## config.mk

```make
export PLATFORM = sky130hd
export DESIGN_NAME = tilt_event_counter
export DESIGN_NICKNAME = d
export VERILOG_FILES = /design/src/sv/tec_pkg.sv /design/src/sv/tilt_event_counter.sv /design/src/sv/tec_cfg.sv /design/src/sv/tec_window.sv /design/src/sv/tec_ctrl.sv
export SDC_FILE = /design/constraint.sdc
export NUM_CORES = 1
export LEC_CHECK = 0
export BUFFER_PORTS_ARGS = -buffer_cell sky130_fd_sc_hd__buf_2
export CORE_UTILIZATION = 36
export CTS_BUF_LIST = sky130_fd_sc_hd__clkbuf_8
export DETAILED_ROUTE_END_ITERATION = 10
export SYNTH_ARGS = -nofsm -noshare
export SYNTH_HDL_FRONTEND = slang
export SYNTH_SLANG_ARGS = --single-unit
```

## constraint.sdc

```tcl
create_clock -name clk_i -period 16.1 [get_ports clk_i]
set_clock_uncertainty 0.05 [all_clocks]
set_input_delay 0.805 -clock clk_i [delete_from_list [all_inputs] [get_ports clk_i]]
set_output_delay 0.805 -clock clk_i [all_outputs]
set_load 0.01 [all_outputs]
```

## src/sv/tec_pkg.sv

```systemverilog
// tec_pkg: shared types, constants and divider constants for the tilt event counter.
// Depends on nothing; used by every module of the block.
package tec_pkg;

  // window length and derived widths
  localparam int WINDOW = 10;
  localparam int FILL_W = $clog2(WINDOW + 1);
  localparam int SUM_W  = 16 + $clog2(WINDOW);
  // reciprocal for divide by WINDOW: exact while |sum| * (M*WINDOW - 2^K) < 2^K
  localparam int DIV_K  = SUM_W + 6;
  localparam longint unsigned DIV_M = ((64'd1 << DIV_K) + WINDOW - 1) / WINDOW;
  localparam int M_W    = DIV_K + 1 - $clog2(WINDOW);
  localparam int PROD_W = SUM_W + M_W;

  localparam int PADDR_W = 4;
  localparam logic [31:0] PDATA_ZERO = 32'd0;

  localparam logic [14:0] TILT_THR_RST   = 15'd3000;
  localparam logic [7:0]  SAMPLES_RST    = 8'd10;
  localparam logic [7:0]  EVT_LIMIT_RST  = 8'd3;
  localparam logic [7:0]  COUNT_MAX      = 8'hFF;

  typedef enum logic [1:0] {
    REG_TILT_THR  = 2'd0,
    REG_SAMPLES   = 2'd1,
    REG_EVT_LIMIT = 2'd2
  } reg_idx_e;

  typedef enum logic [1:0] {
    MODE_IDLE    = 2'd0,
    MODE_ARMED   = 2'd1,
    MODE_SAVING  = 2'd2,
    MODE_WAITRET = 2'd3
  } mode_e;

  typedef enum logic [2:0] {
    EVT_NONE    = 3'd0,
    EVT_STARTED = 3'd1,
    EVT_STOPPED = 3'd2,
    EVT_TILT    = 3'd3,
    EVT_SAVED   = 3'd4,
    EVT_REARMED = 3'd5
  } evt_e;

  typedef struct packed {
    logic              operation;
    logic signed [15:0] accel_z;
    logic [11:0]       adc_code;
  } tec_in_t;

  typedef struct packed {
    logic              record_valid;
    logic signed [15:0] record_accel_z;
    logic [11:0]       record_adc;
    logic [1:0]        mode;
    logic [7:0]        event_total;
    logic [2:0]        event_code;
    logic signed [15:0] window_mean;
  } tec_out_t;

  typedef struct packed {
    logic [14:0] tilt_threshold;
    logic [7:0]  samples_per_event;
    logic [7:0]  event_limit;
  } tec_cfg_t;

  typedef struct packed {
    logic push;
    logic clear;
  } tec_win_ctrl_t;

endpackage

```

## src/sv/tilt_event_counter.sv

```systemverilog
// tilt_event_counter: top level; input register, window and control logic, result register.
// Depends on tec_pkg, tec_cfg, tec_window, tec_ctrl.
// An accepted input beat goes through the input register, then the result register.
// Throughput: one item per cycle unless out_stall_i holds a full result register; the window
// sum, the reciprocal multiply and the mode update all sit between the input and result registers.
// Reset (rst_ni low, asynchronous): mode idle, counters and window fill cleared,
// registers at their defaults; both pipeline stages empty. No clearing pass.
module tilt_event_counter (
  input  logic                        clk_i,
  input  logic                        rst_ni,
  // input channel
  input  logic                        in_valid_i,
  output logic                        in_stall_o,
  input  tec_pkg::tec_in_t            in_data_i,
  // result channel
  output logic                        out_valid_o,
  input  logic                        out_stall_i,
  output tec_pkg::tec_out_t           out_data_o,
  // configuration port
  input  logic                        psel,
  input  logic                        penable,
  input  logic                        pwrite,
  input  logic [tec_pkg::PADDR_W-1:0] paddr,
  input  logic [31:0]                 pwdata,
  output logic [31:0]                 prdata,
  output logic                        pready
);

  logic                   in_valid_q, out_valid_q;
  tec_pkg::tec_in_t       in_q;
  tec_pkg::tec_out_t      out_q, res;
  tec_pkg::tec_cfg_t      cfg;
  tec_pkg::tec_win_ctrl_t win_ctrl;
  logic signed [15:0]     mean;
  logic                   adv, step, in_take;

  // The result register frees whenever it is empty or being taken; the input
  // register then hands its beat through and can take a new one the same cycle.
  assign adv        = !out_valid_q || !out_stall_i;
  assign step       = in_valid_q && adv;
  assign in_stall_o = in_valid_q && !adv;
  assign in_take    = in_valid_i && !in_stall_o;

  assign out_valid_o = out_valid_q;
  assign out_data_o  = out_q;

  always_ff @(posedge clk_i or negedge rst_ni) begin
    if (!rst_ni) begin
      in_valid_q  <= 1'b0;
      out_valid_q <= 1'b0;
    end else begin
      if (in_take) begin
        in_valid_q <= 1'b1;
      end else if (step) begin
        in_valid_q <= 1'b0;
      end
      if (adv) begin
        out_valid_q <= in_valid_q;
      end
    end
  end

  // payload registers, no reset needed
  always_ff @(posedge clk_i) begin
    if (in_take) begin
      in_q <= in_data_i;
    end
    if (step) begin
      out_q <= res;
    end
  end

  tec_cfg u_cfg (
    .clk_i   (clk_i),
    .rst_ni  (rst_ni),
    .psel    (psel),
    .penable (penable),
    .pwrite  (pwrite),
    .paddr   (paddr),
    .pwdata  (pwdata),
    .prdata  (prdata),
    .pready  (pready),
    .cfg_o   (cfg)
  );

  // window only moves on ticks outside idle; start clears fill and sum
  tec_window u_window (
    .clk_i  (clk_i),
    .rst_ni (rst_ni),
    .ctrl_i (win_ctrl),
    .z_i    (in_q.accel_z),
    .mean_o (mean)
  );

  tec_ctrl u_ctrl (
    .clk_i  (clk_i),
    .rst_ni (rst_ni),
    .step_i (step),
    .item_i (in_q),
    .cfg_i  (cfg),
    .mean_i (mean),
    .win_o  (win_ctrl),
    .res_o  (res)
  );

endmodule

```

## src/sv/tec_cfg.sv

```systemverilog
// tec_cfg: APB-style configuration registers of the tilt event counter.
// Depends on tec_pkg.
module tec_cfg (
  input  logic                          clk_i,
  input  logic                          rst_ni,
  input  logic                          psel,
  input  logic                          penable,
  input  logic                          pwrite,
  input  logic [tec_pkg::PADDR_W-1:0]   paddr,
  input  logic [31:0]                   pwdata,
  output logic [31:0]                   prdata,
  output logic                          pready,
  output tec_pkg::tec_cfg_t             cfg_o
);

  tec_pkg::tec_cfg_t cfg_q;
  logic              wr_en;
  logic [1:0]        idx;

  assign pready = 1'b1;
  assign wr_en  = psel && penable && pwrite;
  assign idx    = paddr[3:2];
  assign cfg_o  = cfg_q;

  always_ff @(posedge clk_i or negedge rst_ni) begin
    if (!rst_ni) begin
      cfg_q.tilt_threshold    <= tec_pkg::TILT_THR_RST;
      cfg_q.samples_per_event <= tec_pkg::SAMPLES_RST;
      cfg_q.event_limit       <= tec_pkg::EVT_LIMIT_RST;
    end else if (wr_en) begin
      case (idx)
        tec_pkg::REG_TILT_THR:  cfg_q.tilt_threshold    <= pwdata[14:0];
        tec_pkg::REG_SAMPLES:   cfg_q.samples_per_event <= pwdata[7:0];
        tec_pkg::REG_EVT_LIMIT: cfg_q.event_limit       <= pwdata[7:0];
        default: ;
      endcase
    end
  end

  always_comb begin
    case (idx)
      tec_pkg::REG_TILT_THR:  prdata = {17'd0, cfg_q.tilt_threshold};
      tec_pkg::REG_SAMPLES:   prdata = {24'd0, cfg_q.samples_per_event};
      tec_pkg::REG_EVT_LIMIT: prdata = {24'd0, cfg_q.event_limit};
      default:                prdata = tec_pkg::PDATA_ZERO;
    endcase
  end

endmodule

```

## src/sv/tec_window.sv

```systemverilog
// tec_window: shift window of Z samples, running sum and truncating mean.
// Depends on tec_pkg.
module tec_window (
  input  logic                  clk_i,
  input  logic                  rst_ni,
  input  tec_pkg::tec_win_ctrl_t ctrl_i,
  input  logic signed [15:0]    z_i,
  output logic signed [15:0]    mean_o
);

  logic signed [15:0]               win_q [tec_pkg::WINDOW];
  logic [tec_pkg::FILL_W-1:0]       fill_q, fill_d;
  logic signed [tec_pkg::SUM_W-1:0] sum_q, sum_d, drop;
  logic [tec_pkg::SUM_W-1:0]        mag;
  logic [tec_pkg::PROD_W-1:0]       prod;
  logic [15:0]                      quo;
  logic                             full_now, full_next, neg;

  // samples beyond fill are never read, so no reset on the line
  always_ff @(posedge clk_i) begin
    if (ctrl_i.push) begin
      win_q[0] <= z_i;
      for (int i = 1; i < tec_pkg::WINDOW; i++) begin
        win_q[i] <= win_q[i-1];
      end
    end
  end

  always_comb begin
    full_now  = (fill_q == tec_pkg::FILL_W'(tec_pkg::WINDOW));
    fill_d    = full_now ? fill_q : fill_q + tec_pkg::FILL_W'(1);
    full_next = (fill_d == tec_pkg::FILL_W'(tec_pkg::WINDOW));
    drop      = full_now ? tec_pkg::SUM_W'(win_q[tec_pkg::WINDOW-1])
                         : tec_pkg::SUM_W'(0);
    sum_d     = sum_q + tec_pkg::SUM_W'(z_i) - drop;
    // signed divide toward zero: divide magnitude, restore sign
    neg       = sum_d[tec_pkg::SUM_W-1];
    mag       = neg ? tec_pkg::SUM_W'(-sum_d) : tec_pkg::SUM_W'(sum_d);
    prod      = tec_pkg::PROD_W'(mag) * tec_pkg::PROD_W'(tec_pkg::DIV_M);
    quo       = 16'(prod >> tec_pkg::DIV_K);
    if (!full_next) begin
      mean_o = 16'sd0;
    end else if (neg) begin
      mean_o = -$signed(quo);
    end else begin
      mean_o = $signed(quo);
    end
  end

  always_ff @(posedge clk_i or negedge rst_ni) begin
    if (!rst_ni) begin
      fill_q <= '0;
      sum_q  <= '0;
    end else if (ctrl_i.clear) begin
      fill_q <= '0;
      sum_q  <= '0;
    end else if (ctrl_i.push) begin
      fill_q <= fill_d;
      sum_q  <= sum_d;
    end
  end

endmodule

```

## src/sv/tec_ctrl.sv

```systemverilog
// tec_ctrl: mode state machine, event and burst counters, result assembly.
// Depends on tec_pkg.
module tec_ctrl (
  input  logic                   clk_i,
  input  logic                   rst_ni,
  input  logic                   step_i,
  input  tec_pkg::tec_in_t       item_i,
  input  tec_pkg::tec_cfg_t      cfg_i,
  input  logic signed [15:0]     mean_i,
  output tec_pkg::tec_win_ctrl_t win_o,
  output tec_pkg::tec_out_t      res_o
);

  tec_pkg::mode_e     mode_q, mode_d;
  tec_pkg::evt_e      code;
  logic [7:0]         event_q, event_d, saved_q, saved_d, saved_inc;
  logic               tick;
  logic signed [16:0] mean17, thr17;

  assign tick   = !item_i.operation && (mode_q != tec_pkg::MODE_IDLE);
  assign mean17 = 17'(mean_i);
  assign thr17  = $signed({2'b00, cfg_i.tilt_threshold});
  assign saved_inc = (saved_q < tec_pkg::COUNT_MAX) ? saved_q + 8'd1 : saved_q;

  assign win_o.push  = step_i && tick;
  assign win_o.clear = step_i && item_i.operation && (mode_q == tec_pkg::MODE_IDLE);

  // next state and counters
  always_comb begin
    mode_d  = mode_q;
    event_d = event_q;
    saved_d = saved_q;
    code    = tec_pkg::EVT_NONE;
    if (item_i.operation) begin
      if (mode_q == tec_pkg::MODE_IDLE) begin
        mode_d  = tec_pkg::MODE_ARMED;
        event_d = 8'd0;
        saved_d = 8'd0;
        code    = tec_pkg::EVT_STARTED;
      end else begin
        mode_d = tec_pkg::MODE_IDLE;
        code   = tec_pkg::EVT_STOPPED;
      end
    end else begin
      case (mode_q)
        tec_pkg::MODE_ARMED: begin
          if (mean17 < -thr17) begin
            mode_d  = tec_pkg::MODE_SAVING;
            event_d = (event_q < tec_pkg::COUNT_MAX) ? event_q + 8'd1 : event_q;
            code    = tec_pkg::EVT_TILT;
          end
        end
        tec_pkg::MODE_SAVING: begin
          saved_d = saved_inc;
          if (saved_inc >= cfg_i.samples_per_event) begin
            mode_d  = tec_pkg::MODE_WAITRET;
            saved_d = 8'd0;
            code    = tec_pkg::EVT_SAVED;
          end
        end
        tec_pkg::MODE_WAITRET: begin
          if (event_q >= cfg_i.event_limit) begin
            mode_d = tec_pkg::MODE_IDLE;
            code   = tec_pkg::EVT_REARMED;
          end else if (mean17 > thr17) begin
            mode_d = tec_pkg::MODE_ARMED;
            code   = tec_pkg::EVT_REARMED;
          end
        end
        default: ;
      endcase
    end
  end

  // result beat
  always_comb begin
    res_o.record_valid   = tick && (mode_q == tec_pkg::MODE_SAVING);
    res_o.record_accel_z = res_o.record_valid ? item_i.accel_z : 16'sd0;
    res_o.record_adc     = res_o.record_valid ? item_i.adc_code : 12'd0;
    res_o.mode           = mode_d;
    res_o.event_total    = event_d;
    res_o.event_code     = code;
    res_o.window_mean    = tick ? mean_i : 16'sd0;
  end

  always_ff @(posedge clk_i or negedge rst_ni) begin
    if (!rst_ni) begin
      mode_q  <= tec_pkg::MODE_IDLE;
      event_q <= 8'd0;
      saved_q <= 8'd0;
    end else if (step_i) begin
      mode_q  <= mode_d;
      event_q <= event_d;
      saved_q <= saved_d;
    end
  end

  // saving is only reached through a counted tilt
  a_saving_has_event: assert property (@(posedge clk_i) disable iff (!rst_ni)
    (mode_q == tec_pkg::MODE_SAVING) |-> (event_q != 8'd0))
    else $error("saving with zero event count");

  // burst counter is cleared before it can saturate
  a_saved_below_max: assert property (@(posedge clk_i) disable iff (!rst_ni)
    saved_q != tec_pkg::COUNT_MAX)
    else $error("burst counter reached saturation");

  // a tick in idle leaves the machine idle
  a_idle_tick_holds: assert property (@(posedge clk_i) disable iff (!rst_ni)
    (step_i && !item_i.operation && mode_q == tec_pkg::MODE_IDLE)
      |=> (mode_q == tec_pkg::MODE_IDLE))
    else $error("idle tick changed mode");

endmodule

```

==> summary.md, run 1 <==
| Metric | Value |
|---|---|
| Status | `completed` |
| Primary flip-flop cell chosen by synthesis mapping | `edfxtp_1` |
| Kind of end point of the critical path | `register` |
| Tmin final | `15030 ps` |
| Class of the tightest hold or removal check | `in -> reg` |
| Total standard cell area after synthesis | `22900 sq um` |
| GRT met1 Usage | `0.224` |
| Fin. max-slew vios | `0` |
| Setup total negative slack | `0 ps` |
| Launching element type of the critical path | `register` |
| Post-layout util | `0.406` |
| Arrival time reported for the critical path endpoint | `between 15000 and 20000 ps` |
| Total length of routed wires | `about 53000 um` |
| Maximum fanout along the worst path | `14` |
| Slew of the pin with the lowest slew margin | `~1200 ps` |
| First-pass GRT wire length | `85200 um` |
| Cell types occupying the most area after synthesis | `edfxtp_1 32%, ha_1 13%, fa_1 13%` |
| Number of violations reported at the end of detailed-routing iteration 0 | `approximately 1100` |
| Final Cycle Share | `0.934` |
| Horiz. Die Dim | `around 250 um` |
| Relative slew slack | `0.169` |
| Pin count of the biggest net entering global routing | `just under 90` |
| Buffering stage count on the worst path with inverters included | `8` |
| Total of flip-flops plus latches after synthesis | `about 320` |
| Share of post-route cells with drive strength above 1 | `0.117` |
| Main combinational cell family by area after synthesis | `adder cells` |
| CP max-delay cell | `fa_2` |
| Number of cells traversed by the worst hold path | `1` |
| Number of enable-type register cells in the synthesized netlist | `about 250` |
| Number of I/O port buffers | `127` |
| Insertion delay of the later-clocked pin in the worst-skew pair | `between 600 and 700 ps` |
| Compound-gate portion of the synthesized area | `0.104` |
| Multiplexer share of the synthesized area | `0.0102` |
| Post-Synthesis Cells | `between 2000 and 2500` |
| Postcts setup bufs | `0` |
| Total number of nets in the final design | `about 2700` |
| Global Route met2 Usage | `0.271` |
| Number of endpoints with negative hold slack in the final report | `0` |
| Final setup margin | `approximately 1100 ps` |
| Residual antenna-violating net count after detailed routing | `0` |
| Total via count after detailed routing | `15700` |
| Final Instance Count excl. Fillers | `about 3100` |
| Number of cell instances on the worst register-to-register path | `56` |
| Library cell with the largest summed area after synthesis | `edfxtp_1` |
| Synth-to-layout area growth | `11.6%` |
| Number of antenna violations at the first check in global routing | `1` |
| Initial Utilization | `0.364` |
| Sequential area share after synthesis | `0.406` |
| Vert. Die Dim | `roughly 250 um` |
| # DRC | `0` |
| Cell row count | `92` |
| Leftover overflow at the end of global routing | `0` |
| Vias in the first global route | `between 15000 and 20000` |
| Total half-perimeter wirelength after legalization and detailed placement | `roughly 42000 um` |
| Share of synthesized flip-flops with an asynchronous set or reset | `0.233` |
| Max Cap Viol | `0` |
| Area enclosed by the die boundary | `~65000 sq um` |
| Synthesis warning total | `0` |
| Unrepaired setup endpoints after global routing | `no` |
| Portion of synthesized cell area occupied by the leading cell type | `0.324` |
| Netlist cell types | `85` |
| Top-Level Pins | `around 170` |
| Initial DRT Pass Iterations | `5` |
| Reg clk slew, reported paths | `60 ps` |
| Ranking of synthesized cells by instance count | `364 x inv_1, 247 x edfxtp_1, 241 x ha_1` |
| Most repeated cell in the gate-level netlist after synthesis | `inv_1` |
| Worst slack at placement | `between 400 and 500 ps` |
| Clock tree from TritonCTS | `done` |
| Peak Freq | `66.5 MHz` |
| GRT Total Usage | `0.167` |
| Kind of critical path | `reg -> reg` |
| Logic depth of the worst path, buffers included | `56` |
| Xor/xnor share of the synthesized area | `0.0319` |
| CTS root buffer | `clkbuf_8` |
| Number of buffers on the longest clock path | `3` |
| Fill cell count | `6098` |
| Critical Path Max Stage Delay | `660 ps` |
| Final weighted congestion of routability-driven global placement | `0.900` |
| Area of the core region | `between 60000 and 70000 sq um` |
| Num Clock Sinks | `between 300 and 400` |
| Via density | `approximately 5.0` |
| Final setup viols | `0` |
| H-tree depth reported by CTS | `2` |
| Synthesized-area fraction occupied by and/or/nand/nor cells | `0.114` |
| Number of buffers added by the clock tree synthesis step | `50` |
| CP required | `16380 ps` |
| Average wire per standard cell | `16.9 um` |
| Post-synthesis share of cell area spent on full adders, half adders and majority gates | `0.260` |
| Met3 track demand over resource | `0.0250` |
| GRT busiest layer | `met2` |
| Mean cell area of the mapped netlist | `approximately 11 sq um` |
| Gate family responsible for the most delay along the worst path | `adder cells` |
| Cell count after placement | `3050` |
timing repair:
action,in CTS,in global routing
resized for setup,0,13
endpoints found under the hold margin,4,0
hold buffers,1,0
setup endpoints to repair,0,23
state kept, by name (all words and copies together) (netlist names):
register / cells
in_q: 29
u_window.fill_q: 4
u_window.sum_q: 20
u_window.win_q: 160
u_ctrl.mode_q: 2
in_valid_q: 1
u_ctrl.saved_q: 8
u_ctrl.event_q: 8
out_valid_o: 1
u_cfg.cfg_o: 31
out_data_o: 58
layout make-up:
type / instances / area [sq um] / share of cell area
Multi-Input combinational cell: 1372 / 12100 / 0.472
Timing Repair Buffer: 147 / 791 / 0.0309
Antenna cell: 1 / 2.50 / 0.0000978
Inverter: 364 / 1370 / 0.0536
Tap cell: 846 / 1060 / 0.0414
Sequential cell: 322 / 9310 / 0.364
Clock buffer: 58 / 798 / 0.0312
Clock inverter: 34 / 176 / 0.00690
logic make-up (layout without fill, tap and decap cells):
group / Yosys count / in the layout
compound gates: 358 / 358
mux: 22 / 22
xor+xnor: 81 / 81
other cells: 2 / 19
flops: 322 / 322
fa+ha+maj: 388 / 388
simple gates: 505 / 505
buf+inv: 428 / 603
worst paths after layout:
check / start / endpoint / slack, ps
setup / recovery: u_window.fill_q[0] / out_data_o[24] / 1070
hold / removal: in_data_i[15] / in_q[15] / 310
setup reg to reg: u_window.fill_q[0] / out_data_o[24] / 1070
hold reg to reg: u_window.win_q[4][12] / u_window.win_q[5][12] / 360
max in group asynchronous: rst_ni / u_cfg.cfg_o[26] / 14310
min in group asynchronous: rst_ni / u_window.sum_q[17] / 580
cells in the final DEF (no fill, tap or decap), drive strengths merged, types with 13 or more instances in the layout:
cell type	Yosys	routed
inv	364	389
edfxtp	247	247
ha	241	241
fa	147	147
buf	24	146
nand2	134	134
o21ai	101	101
nor2	82	82
a21oi	71	71
nor3	65	65
dfrtp	64	64
clkbuf	40	58
xnor2	48	48
and2	45	45
nand3	40	40
a21o	37	37
xor2	32	32
o21a	24	24
nand4	23	23
conb	2	18
nand2b	17	17
or3	16	16
nor4	16	16
mux2i	15	15
nor2b	14	14
a22o	14	14
o31ai	13	13
layer usage:
| layer | routed length (um) | vias up | share of wire |
|---|---|---|---|
| met1 | 23900 | 7776 | 0.45 |
| li1 | - | 7526 | - |
| met3 | 2410 | 72 | 0.045 |
| met2 | 25300 | 350 | 0.48 |
| met4 | 1640 | 0 | 0.031 |
| met5 | 0 | - | 0 |
per-stage QoR:
stage,instance area [sq um],hold WS [ps]
6_report,25600,305
5_1_grt,25600,270
3_5_place_dp,24500,355
2_1_floorplan,23000,350
4_1_cts,25500,257
3_3_place_gp,24500,350
Power of run 1 is not shown: default switching activity piles up to over one toggle a cycle in this logic, so the estimate is an artifact.
==> inputs of run 2 (changes only) <==
--- a/config.mk
+++ b/config.mk
@@ -6,9 +6,12 @@
 export NUM_CORES = 1
 export LEC_CHECK = 0
 export BUFFER_PORTS_ARGS = -buffer_cell sky130_fd_sc_hd__buf_2
+export CELL_PAD_IN_SITES_DETAIL_PLACEMENT = 0
+export CELL_PAD_IN_SITES_GLOBAL_PLACEMENT = 1
 export CORE_UTILIZATION = 36
 export CTS_BUF_LIST = sky130_fd_sc_hd__clkbuf_8
 export DETAILED_ROUTE_END_ITERATION = 10
+export PLACE_DENSITY_LB_ADDON = 0.1
 export SYNTH_ARGS = -nofsm -noshare
 export SYNTH_HDL_FRONTEND = slang
 export SYNTH_SLANG_ARGS = --single-unit
==> run 2 against run 1 <==
  * Count of clock-buffer cells in the layout rose by 2
  * Critical path depth did not move
  * Hold slack got worse by 200 ps
  * Design area is 0.63% higher
  * Critical endpoint unchanged
  * Highest routed layer unchanged
==> summary.md, run 2 (synthesis gave the netlist of run 1 again) <==
| Metric | Value |
|---|---|
| Initial Utilization | `0.364` |
| Setup slack on the worst flop-to-flop path | `1170 ps` |
| Endpoint of the worst-slack reg-to-reg timing path | `out_data_o[24]` |
| Status | `completed` |
| Number of endpoints with negative hold slack in the final report | `0` |
| Reg clk slew, reported paths | `about 60 ps` |
| Total number of nets in the final design | `between 2000 and 3000` |
| Via density | `4.90` |
| Peak Freq | `around 67 MHz` |
| # DRC | `0` |
| Clock tree from TritonCTS | `done` |
| Synth-to-layout area growth | `12.3%` |
| Relative slew slack | `0.295` |
| Setup total negative slack | `0 ps` |
| H-tree depth reported by CTS | `2` |
| Class of the tightest hold or removal check | `in -> async` |
| Top library cells by usage in the layout, fill and taps aside | `380 x inv_1, 247 x edfxtp_1, 241 x ha_1` |
| Launching element type of the critical path | `register` |
| Vert. Die Dim | `around 250 um` |
| Largest reg by FF count | `u_window.win_q` |
| Total length of routed wires | `57500 um` |
| Most common library cell in the layout ignoring fill and taps | `inv_1` |
| Postcts setup bufs | `0` |
| Total half-perimeter wirelength after legalization and detailed placement | `between 40000 and 50000 um` |
| Leftover overflow at the end of global routing | `0` |
| Residual antenna-violating net count after detailed routing | `0` |
| Unrepaired setup endpoints after global routing | `no` |
| Area enclosed by the die boundary | `~65000 sq um` |
| Buffering stage count on the worst path with inverters included | `8` |
| CP max-delay cell | `nor4_1` |
| Logic depth of the worst path, buffers included | `between 50 and 60` |
| Largest register FFs | `160` |
| Insertion delay of the later-clocked pin in the worst-skew pair | `about 660 ps` |
| Top-Level Pins | `about 170` |
| Most frequent cell on the critical path | `fa_1` |
| Num Clock Sinks | `about 320` |
| Number of cell instances on the worst register-to-register path | `56` |
| First-pass GRT wire length | `approximately 90000 um` |
| Maximum fanout along the worst path | `14` |
| Share of post-route cells with drive strength above 1 | `0.121` |
| Gate family responsible for the most delay along the worst path | `compound AO/OA/AOI/OAI gates` |
| Initial DRT Pass Iterations | `5` |
| Number of I/O port buffers | `127` |
| Slew of the pin with the lowest slew margin | `between 1000 and 1500 ps` |
| Critical Path Max Stage Delay | `between 500 and 600 ps` |
| CTS root buffer | `clkbuf_8` |
| GRT Total Usage | `0.181` |
| Number of buffers added by the clock tree synthesis step | `between 50 and 60` |
| Number of buffers on the longest clock path | `3` |
| Kind of end point of the critical path | `register` |
| Area of the core region | `around 63000 sq um` |
| Final weighted congestion of routability-driven global placement | `roughly 0.9` |
| Tmin final | `between 10000 and 15000 ps` |
| Horiz. Die Dim | `roughly 250 um` |
| Final Cycle Share | `0.927` |
| Fin. max-slew vios | `0` |
| Final setup viols | `0` |
| Arrival time reported for the critical path endpoint | `around 15000 ps` |
| Max Cap Viol | `0` |
| Average wire per standard cell | `18.2 um` |
| Total via count after detailed routing | `roughly 15000` |
| Pin count of the biggest net entering global routing | `90` |
| Start of the worst register-to-register path | `u_window.fill_q[0]` |
| Vias in the first global route | `15900` |
| Cell row count | `a little over 90` |
| Number of antenna violations at the first check in global routing | `1` |
| Kind of critical path | `reg -> reg` |
| Number of violations reported at the end of detailed-routing iteration 0 | `~860` |
| CP required | `roughly 16000 ps` |
## run 2: layout make-up
type / instances / area (sq um)
fillers: 6216 / 37200
multi-input cells: 1372 / 12100
flip-flops and latches: 322 / 9310
inverters: 364 / 1370
well taps: 846 / 1060
clock buffers: 60 / 826
repair buffers: 152 / 826
clock inverters: 43 / 274
diodes: 2 / 5.00
## run 2: stage by stage
stage / instances / hold slack (ps) / util / area [sq um] / worst slack, ps
global placement: 3056 / 351 / 0.390 / 24600 / 815
detailed placement: 3056 / 355 / 0.390 / 24600 / 745
CTS: 3159 / 52.9 / 0.408 / 25700 / 649
global route: 3160 / 87.8 / 0.409 / 25700 / 8.52
finish: 3161 / 105 / 0.409 / 25700 / 1170
floorplan: 2122 / 350 / - / 23000 / 2350
## run 2: worst register-to-register path: cells and delay by family (launching register included)
family / cells / cell delay [ps]
AOI/OAI and AO/OA: 23 / 5770
adders and majority gates: 12 / 5050
and+or+nand+nor: 10 / 2060
xor gates and xnor gates: 3 / 690
buffers and inverters: 8 / 650
DFF: 1 / 410
## run 2: layer usage
metal	GRT usage	wire [um]	up-vias
met5	0	0	-
met2	0.290	26700	264
met3	0.0317	2380	74
met1	0.247	26900	7592
met4	0.0565	1450	0
li1	-	-	7566
## run 2: worst max path at each step
stage / from / to / slack [ps]
floorplan: u_window.fill_q[0] / out_data_o[21] / 2350
global placement: u_window.fill_q[0] / out_data_o[24] / 820
detailed placement: u_window.fill_q[0] / out_data_o[25] / 740
CTS: u_window.fill_q[0] / out_data_o[24] / 650
global route: u_window.fill_q[0] / out_data_o[24] / 9
finish: u_window.fill_q[0] / out_data_o[24] / 1170
## run 2: repair_timing
item,4_1_cts,5_1_grt
endpoints found under the setup margin,0,20
resized for setup,0,13
hold buffers,0,0
Power of run 2 is left out for the same reason.
==> inputs of run 3 (changes only) <==
--- a/config.mk
+++ b/config.mk
@@ -5,6 +5,7 @@
 export SDC_FILE = /design/constraint.sdc
 export NUM_CORES = 1
 export LEC_CHECK = 0
+export ABC_AREA = 1
 export BUFFER_PORTS_ARGS = -buffer_cell sky130_fd_sc_hd__buf_2
 export CELL_PAD_IN_SITES_DETAIL_PLACEMENT = 0
 export CELL_PAD_IN_SITES_GLOBAL_PLACEMENT = 1
==> run 3 against run 2 <==
  * Maximum frequency grew 5.8%
  * Flip-flop and latch count unchanged
  * Cell count up 7.8%
  * Count of clock-buffer cells in the layout shrank 2
  * Register-to-register slack improved by 820 ps
  * Highest routed layer unchanged
==> summary.md, run 3 <==
| Metric | Value |
|---|---|
| Status | `completed` |
| CTS root buffer | `clkbuf_8` |
| Residual antenna-violating net count after detailed routing | `0` |
| First-pass GRT wire length | `88900 um` |
| Total half-perimeter wirelength after legalization and detailed placement | `between 40000 and 50000 um` |
| Synthesized-area fraction occupied by and/or/nand/nor cells | `0.135` |
| Tmin final | `14110 ps` |
| Postcts setup bufs | `0` |
| Post-Place Cell Area | `24400 sq um` |
| Total length of routed wires | `approximately 55000 um` |
| Area enclosed by the die boundary | `between 60000 and 70000 sq um` |
| Portion of synthesized cell area occupied by the leading cell type | `0.325` |
| Initial DRT Pass Iterations | `6` |
| Final weighted congestion of routability-driven global placement | `~0.89` |
| Total standard cell area after synthesis | `roughly 23000 sq um` |
| Number of endpoints with negative hold slack in the final report | `0` |
| Fill cell count | `about 6300` |
| Post-synthesis share of cell area spent on full adders, half adders and majority gates | `0.261` |
| # DRC | `0` |
| CP max-delay cell | `fa_1` |
| Peak Freq | `about 71 MHz` |
| Final Cycle Share | `0.877` |
| Total number of nets in the final design | `roughly 3000` |
| Reg area | `just over 9000 sq um` |
| Reg clk slew, reported paths | `around 60 ps` |
| Compound-gate portion of the synthesized area | `0.0678` |
| Largest reg by FF count | `u_window.win_q` |
| Ranking of synthesized cells by instance count | `549 x inv_1, 322 x nand2_1, 247 x edfxtp_1` |
| Sequential area share after synthesis | `0.408` |
| Launching element type of the critical path | `register` |
| Number of violations reported at the end of detailed-routing iteration 0 | `1006` |
| Pin count of the biggest net entering global routing | `87` |
| Hold_buf cts | `0` |
| Netlist cell types | `between 50 and 60` |
| Num Clock Sinks | `roughly 320` |
| Total of flip-flops plus latches after synthesis | `approximately 320` |
| H-tree depth reported by CTS | `2` |
| Slew of the pin with the lowest slew margin | `about 1100 ps` |
| Share of post-route cells with drive strength above 1 | `0.105` |
| Relative slew slack | `0.295` |
| Multiplexer share of the synthesized area | `0` |
| Max Cap Viol | `0` |
| Number of antenna violations at the first check in global routing | `1` |
| Top library cells by usage in the layout, fill and taps aside | `573 x inv_1, 322 x nand2_1, 247 x edfxtp_1` |
| Final setup viols | `0` |
| Most repeated cell in the gate-level netlist after synthesis | `inv_1` |
| Initial Utilization | `0.367` |
| Cell types occupying the most area after synthesis | `edfxtp_1 33%, ha_1 13%, fa_1 13%` |
| Mean cell area of the mapped netlist | `between 9 and 10 sq um` |
| Share of synthesized flip-flops with an asynchronous set or reset | `0.233` |
| Total via count after detailed routing | `about 16000` |
| Synth-to-layout area growth | `11.7%` |
| Average wire per standard cell | `16.3 um` |
| Unrepaired setup endpoints after global routing | `no` |
| Clock tree from TritonCTS | `done` |
| Primary flip-flop cell chosen by synthesis mapping | `edfxtp_1` |
| Class of the tightest hold or removal check | `in -> async` |
| Fin. max-slew vios | `0` |
| Leftover overflow at the end of global routing | `0` |
| Vias in the first global route | `roughly 16000` |
| Vert. Die Dim | `between 200 and 300 um` |
| Final std cell area, no fill | `25500 sq um` |
| Count of cells resized by post-cts repair | `0` |
| Number of enable-type register cells in the synthesized netlist | `~250` |
| Post-Synthesis Cells | `about 2400` |
| Synthesis warning total | `0` |
| Critical Path Max Stage Delay | `between 500 and 600 ps` |
| Xor/xnor share of the synthesized area | `0.0250` |
| Top-Level Pins | `around 170` |
| Kind of end point of the critical path | `register` |
| Area of the core region | `slightly above 60000 sq um` |
| Multi-input gate area | `around 11000 sq um` |
| Library cell with the largest summed area after synthesis | `edfxtp_1` |
| Most common library cell in the layout ignoring fill and taps | `inv_1` |
| Number of buffers added by the clock tree synthesis step | `56` |
| Insertion delay of the later-clocked pin in the worst-skew pair | `between 600 and 700 ps` |
| Maximum fanout along the worst path | `6` |
| Setup total negative slack | `0 ps` |
| Via density | `4.62` |
| Cell count after placement | `~3300` |
| Main combinational cell family by area after synthesis | `adder cells` |
| Number of buffers on the longest clock path | `3` |
| CP required | `16430 ps` |
| Cell row count | `a little over 90` |
| Min Hold Slack | `a little under 50 ps` |
| Horiz. Die Dim | `about 250 um` |
| GRT Total Usage | `0.179` |
| Kind of critical path | `reg -> reg` |
| Largest register FFs | `between 150 and 200` |
| Final Instance Count excl. Fillers | `roughly 3400` |
| Number of I/O port buffers | `127` |
| Arrival time reported for the critical path endpoint | `~14000 ps` |
run 3: kinds of logic (layout without fill, tap and decap cells):
family,Yosys count,in the layout
compound gates,272,272
xor+xnor,65,65
fa+ha+maj,388,388
buf+inv,597,797
flops,322,322
other cells,2,19
simple gates,709,709
run 3: per-stage QoR:
stage	utilization	worst slack, ps
after floorplan	-	3860
after global placement	0.392	2040
after detailed placement	0.392	1870
after CTS	0.409	1830
after global routing	0.409	587
final	0.409	1990
run 3: final cells by class:
class | instances | area share
inverters | 556 | 0.0820
diodes | 1 | 0.0000983
repair buffers | 136 | 0.0277
well taps | 837 | 0.0411
multi-input cells | 1452 | 0.441
clock inverters | 47 | 0.0106
flip-flops and latches | 322 | 0.366
clock buffers | 58 | 0.0314
run 3: worst max-delay path, delay by kind of cell (launching register included):
kind,cells,cell delay (ps)
fa+ha+maj,12,5180
simple gates,27,4010
compound gates,16,2890
buf+inv,9,830
xor+xnor,2,490
flops,1,390
run 3: routing by layer:
metal,wire length (um),GRT usage,part of all wire
met2,25400,0.287,0.46
met4,756,0.0379,0.014
met3,1760,0.0244,0.032
met1,27500,0.256,0.50
met5,0,0,0
run 3: worst paths after layout:
check | from | endpoint | slack [ps] | depth (start not counted)
max | u_window.fill_q[0] | out_data_o[21] | 1990 | 66
min | rst_ni | u_cfg.cfg_o[14] | 50 | 1
max reg2reg | u_window.fill_q[0] | out_data_o[21] | 1990 | 66
min reg2reg | u_window.win_q[3][7] | u_window.win_q[4][7] | 360 | 0
max in group asynchronous | rst_ni | u_window.sum_q[18] | 14920 | 2
min in group clk_i | in_data_i[15] | in_q[15] | 270 | 1
Power of run 3 is left out for the same reason.
